<file path="config.mk">
export PLATFORM = sky130hd
export DESIGN_NAME = ple_cell
export DESIGN_NICKNAME = d
export VERILOG_FILES = /design/src/rtl/core/ple_pkg.sv /design/src/rtl/core/ple_cell.sv
export SDC_FILE = /design/constraint.sdc
export NUM_CORES = 1
export LEC_CHECK = 0
export BUFFER_PORTS_ARGS = -buffer_cell sky130_fd_sc_hd__buf_2
export CAP_MARGIN = 20
export CORE_AREA = 2 2 116 118
export CTS_CLUSTER_SIZE = 28
export DETAILED_ROUTE_END_ITERATION = 8
export DIE_AREA = 0 0 118 120
export PLACE_DENSITY = 0.73
export RECOVER_POWER = 25
export SLEW_MARGIN = 0
export SYNTH_ARGS = -nofsm -noshare
export SYNTH_HDL_FRONTEND = slang
export SYNTH_SLANG_ARGS = --single-unit
</file>
<file path="constraint.sdc">
create_clock -name clk -period 2.7 [get_ports clk]
set_clock_uncertainty 0.1 [all_clocks]
set_input_delay 0.54 -clock clk [delete_from_list [all_inputs] [get_ports clk]]
set_output_delay 0.54 -clock clk [all_outputs]
set_load 0.05 [all_outputs]
</file>
<file path="src/rtl/core/ple_pkg.sv">
package ple_pkg;

	// func codes
	localparam logic [2:0] FN_INSERT = 3'd0;
	localparam logic [2:0] FN_DELETE = 3'd1;
	localparam logic [2:0] FN_FIRST  = 3'd2;
	localparam logic [2:0] FN_LAST   = 3'd3;
	localparam logic [2:0] FN_COUNT  = 3'd4;

	// status codes
	localparam logic [1:0] ST_OK       = 2'd0;
	localparam logic [1:0] ST_FULL     = 2'd1;
	localparam logic [1:0] ST_BADPOS   = 2'd2;
	localparam logic [1:0] ST_NOTFOUND = 2'd3;

	localparam int DATA_W = 32;
	localparam int OUT_W  = 7;

	typedef enum logic [2:0] {
		OP_NOP,
		OP_INS,
		OP_DEL,
		OP_FIRST,
		OP_LAST,
		OP_CNT
	} op_t;

	typedef struct packed {
		logic       vld;
		op_t        op;
		logic [1:0] status;
	} ctl_t;

endpackage

</file>
<file path="src/rtl/core/ple_cell.sv">
module ple_cell import ple_pkg::*; #(
	parameter int CW  = 7,
	parameter int IDX = 0
) (
	input  logic              clk,
	input  logic              arst_n,
	input  logic              adv,
	input  ctl_t              up_ctl,
	input  logic [CW-1:0]     up_pos,
	input  logic [CW-1:0]     up_fill,
	input  logic [CW-1:0]     up_res,
	input  logic [DATA_W-1:0] up_data,
	input  logic [DATA_W-1:0] up_rem,
	input  logic [DATA_W-1:0] nbr_data,
	output logic [DATA_W-1:0] own_data,
	output ctl_t              dn_ctl,
	output logic [CW-1:0]     dn_pos,
	output logic [CW-1:0]     dn_fill,
	output logic [CW-1:0]     dn_res,
	output logic [DATA_W-1:0] dn_data,
	output logic [DATA_W-1:0] dn_rem
);

	localparam logic [CW-1:0] POS_HERE = CW'(IDX + 1);
	localparam logic [CW-1:0] IDX_HERE = CW'(IDX);

	logic [DATA_W-1:0] data_q;
	logic [DATA_W-1:0] nxt_data;
	logic [DATA_W-1:0] data_d;
	logic [DATA_W-1:0] rem_d;
	logic [CW-1:0]     res_d;
	logic              hit;

	ctl_t              ctl_s1;
	logic [CW-1:0]     pos_s1;
	logic [CW-1:0]     fill_s1;
	logic [CW-1:0]     res_s1;
	logic [DATA_W-1:0] data_s1;
	logic [DATA_W-1:0] rem_s1;

	// fill equals the live count for search words
	assign hit = (up_fill > IDX_HERE) && (data_q == up_data);

	always_comb begin
		nxt_data = data_q;
		data_d   = up_data;
		rem_d    = up_rem;
		res_d    = up_res;
		case (up_ctl.op)
			OP_INS: begin
				// swap: this cell takes the carried word, passes its old one on
				if (up_pos <= POS_HERE) begin
					nxt_data = up_data;
					data_d   = data_q;
				end
			end
			OP_DEL: begin
				if (up_pos == POS_HERE)
					rem_d = data_q;
				if (up_pos <= POS_HERE)
					nxt_data = nbr_data;
			end
			OP_FIRST: begin
				if (hit && (up_res == '0))
					res_d = POS_HERE;
			end
			OP_LAST: begin
				if (hit)
					res_d = POS_HERE;
			end
			OP_CNT: begin
				if (hit)
					res_d = up_res + CW'(1);
			end
			default: ;
		endcase
	end

	always_ff @(posedge clk) begin
		if (adv && up_ctl.vld)
			data_q <= nxt_data;
	end

	always_ff @(posedge clk or negedge arst_n) begin
		if (!arst_n) begin
			ctl_s1 <= '0;
		end else if (adv) begin
			ctl_s1 <= up_ctl;
		end
	end

	always_ff @(posedge clk) begin
		if (adv) begin
			pos_s1  <= up_pos;
			fill_s1 <= up_fill;
			res_s1  <= res_d;
			data_s1 <= data_d;
			rem_s1  <= rem_d;
		end
	end

	assign own_data = data_q;
	assign dn_ctl   = ctl_s1;
	assign dn_pos   = pos_s1;
	assign dn_fill  = fill_s1;
	assign dn_res   = res_s1;
	assign dn_data  = data_s1;
	assign dn_rem   = rem_s1;

endmodule

</file>
==> impl_results.md <==
- Status: finished clean
- Drt via density: 5.053
- Yosys warns: 0
- GRT met3 Usage: 7.700%
- Switching Fraction: 27.24%
- Final slew viol count: 0
- Min Tclk post-route: 2.510 ns
- CP arrival: 2.57 ns
- P&R area growth vs syn: 38.14%
- CP Capture Type: flop
- Grt met2 use: 35.39%
- Slew HR: 12.52%
- Total core area: 0.01298 mm²
- P per Cell Area: 661.9 mW/mm²
- Pint: 3762 µW
- Final HPWL DP: 10860 µm
- Synth top area share: 62.12%
- Placed cell area: 0.007261 mm²
- Synthesized cell area: 0.005655 mm²
- Final setup TNS: 0 ns
- H-tree depth: 4
- Num rows: 42
- Clock power frac: 40.2%
- DP Worst Slack: -0.08852 ns
- Fmax: 398.4 MHz
- Leakage: 0.003191 µW
- Logic pwr share: 16.2%
- GPL Wtd Cong: 0.7922
- Initial antenna violation count: 0
- Synthesis-stage register bit count: 123
- Clock sink count: 123
- Critical Path RT: 2.76 ns
- Global routing's busiest layer: met2
- Remaining antenna violation count: 0
- Bufs on Longest Clock Path: 2
- Period Utilization, post-route: 92.97%
- RSZ-0062 raised after global routing: false
- Fraction of layout instances using a drive strength above 1: 63.07%
- Die height: 120 µm
- Iteration-0 DRC Markers: 360
- Fillers: 1073
- Drt pass-1 iters: 4
- Cells after DPL: 771
- Via count of the first global-routing pass: 4321
- # setup viols final: 0
- Non-Filler Cell Area, Final: 0.007812 mm²
- DR WL/cell: 18.56 µm
- Largest net degree at the start of global routing: 53
- Fin cells: 807
- Startpoint types: flop
- Layout Nets: 747
- Met1 Use GR: 25.53%
- Synth top area cells: edfxtp_1 62%, mux2_2 20%, xor2_1 5.0%
- Synth Instances: 343
- Mapped Avg Cell Area: 16.49 µm²
- WL final: 14980 µm
- Net Switching: 1409 µW
- Setup slack after layout: 0.1898 ns
- Synth Net Count: 472
- Utilization after layout: 60.19%
- Maxcap violations: 0
- Total Routing Usage GR: 21.30%
- Final hold violation count: 0
- Initial Util: 43.57%
- CTS root buf: clkbuf_16
- Fraction of the yosys area taken by sequential cells: 64.78%
- Worst vdd ir: 0.0003831 V
- Crit path kind: reg2reg
- Congestion Overflow GR: 0
- R2r setup slk: 0.19 ns
- Worst-Margin Slew: 1.312 ns
- Full die area: 0.01416 mm²
- Antenna diode count: 0
- DRC errors left: 0
- CTS tree: done
- Unique cell type count in the Yosys netlist: 35
- Hold Path Class: in2reg
- PortBufs: 248
- Yosys top cell by area: edfxtp_1
- Reg power frac: 43.6%
- IO Pins: 249
- Clk_lat worst skew: 0.41 ns
- Total CTS buffers: 17
- Detailed-route via count: 4078
- First-pass GRT wire length: 22710 µm
- Critical path peak fanout: 4
- Reg clk slew, reported paths: 0.06 ns
- Die X: 118 µm
## repair_timing
action	in CTS	in global routing
hold endpoints to repair	6	0
hold buffers	1	0
buffers inserted	0	3
setup endpoints to repair	0	1
gates resized for setup	0	2
## layer usage
layer  up-vias  routed length [µm]
met5         -                   0
met4         0                 238
met3        18                1263
met2       197                7388
met1      1971                6087
li1       1892                   -
## cells by family (layout without fill, tap and decap cells)
kind of cell / Yosys count / after routing / synth area share, %
xor+xnor: 33 / 33 / 5.111
compound gates: 15 / 15 / 1.836
fa+ha+maj: 3 / 3 / 0.6638
mux: 101 / 101 / 20.11
buf+inv: 16 / 304 / 1.195
simple gates: 52 / 52 / 6.305
flops: 123 / 123 / 64.78
## cells in the final DEF, fill, tap and decap left out, types with 3 or more instances in the layout
master	Yosys	layout
buf_2	6	236
edfxtp_1	117	117
mux2_2	99	99
xor2_1	32	32
clkbuf_16	0	17
clkbuf_1	7	16
buf_4	0	16
nand2_1	9	9
nand3_1	8	7
nor4_2	6	6
clkinv_2	0	6
dfrtp_1	6	6
nor4_1	7	5
o31ai_1	4	4
nand2b_1	4	4
inv_1	3	3
nor4_4	1	3
nand3b_1	3	3
o311ai_1	3	3
nor2_1	3	3
ha_1	3	3
## sequential cells by signal, indices dropped and copies added, names as in the netlist
name	count
dn_data	32
dn_rem	32
own_data	32
dn_fill	7
dn_pos	7
dn_res	7
dn_ctl	6
## synthesized netlist by cell type, drive strengths merged
| cell | n |
|---|---|
| o21ai | 3 |
| and3 | 1 |
| a211o | 1 |
| nand4 | 2 |
| nand3 | 8 |
| xor2 | 32 |
| o31ai | 4 |
| nand2b | 4 |
| nor4 | 14 |
| ha | 3 |
| clkbuf | 7 |
| o211ai | 1 |
| edfxtp | 117 |
| nor3b | 1 |
| xnor2 | 1 |
| nor2b | 1 |
| or2 | 1 |
| dfrtp | 6 |
| nor3 | 2 |
| nand2 | 9 |
| buf | 6 |
| inv | 3 |
| a21oi | 2 |
| mux2 | 101 |
| nand3b | 3 |
| o22ai | 1 |
| nor2 | 3 |
| o311ai | 3 |
| or3 | 3 |
## cell type report
| cell class | count | area (µm²) | share of cell area [%] |
|---|---|---|---|
| Sequential cell | 123 | 3664 | 46.89 |
| Inverter | 3 | 11.26 | 0.1441 |
| Timing Repair Buffer | 269 | 1406 | 18.00 |
| Tap cell | 176 | 220.2 | 2.819 |
| Clock inverter | 9 | 71.32 | 0.9129 |
| Multi-Input combinational cell | 204 | 1972 | 25.24 |
| Clock buffer | 23 | 467.9 | 5.990 |
## through the flow
| step | hold slack (ns) | power, µW |
|---|---|---|
| after floorplan | 0.1444 | 2844 |
| after global placement | 0.2727 | 3116 |
| after detailed placement | 0.2742 | 3132 |
| after CTS | 0.2030 | 5224 |
| after global routing | 0.2038 | 5337 |
| final | 0.2228 | 5171 |
## path summary, 6_finish.rpt
check | start | to | cells past startpoint
worst min register to register | dn_ctl[3] | dn_ctl[3] | 1
worst min-delay path | up_fill[0] | dn_fill[0] | 1
max in group asynchronous | arst_n | dn_ctl[4] | 2
worst max-delay path | own_data[6] | dn_res[0] | 9
worst max register to register | own_data[6] | dn_res[0] | 9
min in group asynchronous | arst_n | dn_ctl[0] | 2
## power by group through the flow
stage | registers, µW | logic, µW | clock network [µW]
2_1_floorplan | 2700 | 147 | 0
3_3_place_gp | 2290 | 829 | 0
3_5_place_dp | 2290 | 843 | 0
4_1_cts | 2250 | 847 | 2130
5_1_grt | 2260 | 881 | 2190
6_report | 2250 | 840 | 2080
## worst max-delay path, stage by stage, from the launching register on
cell and delay, ns:
edfxtp_1 0.43, xor2_1 0.21, nor4_2 0.37, nand2_1 0.13
or3_4 0.39, ha_1 0.28, nand2_1 0.06, o21ai_0 0.08
a21oi_1 0.14, o21ai_1 0.07
No activity file was read; power rests on OpenSTA's default activity.
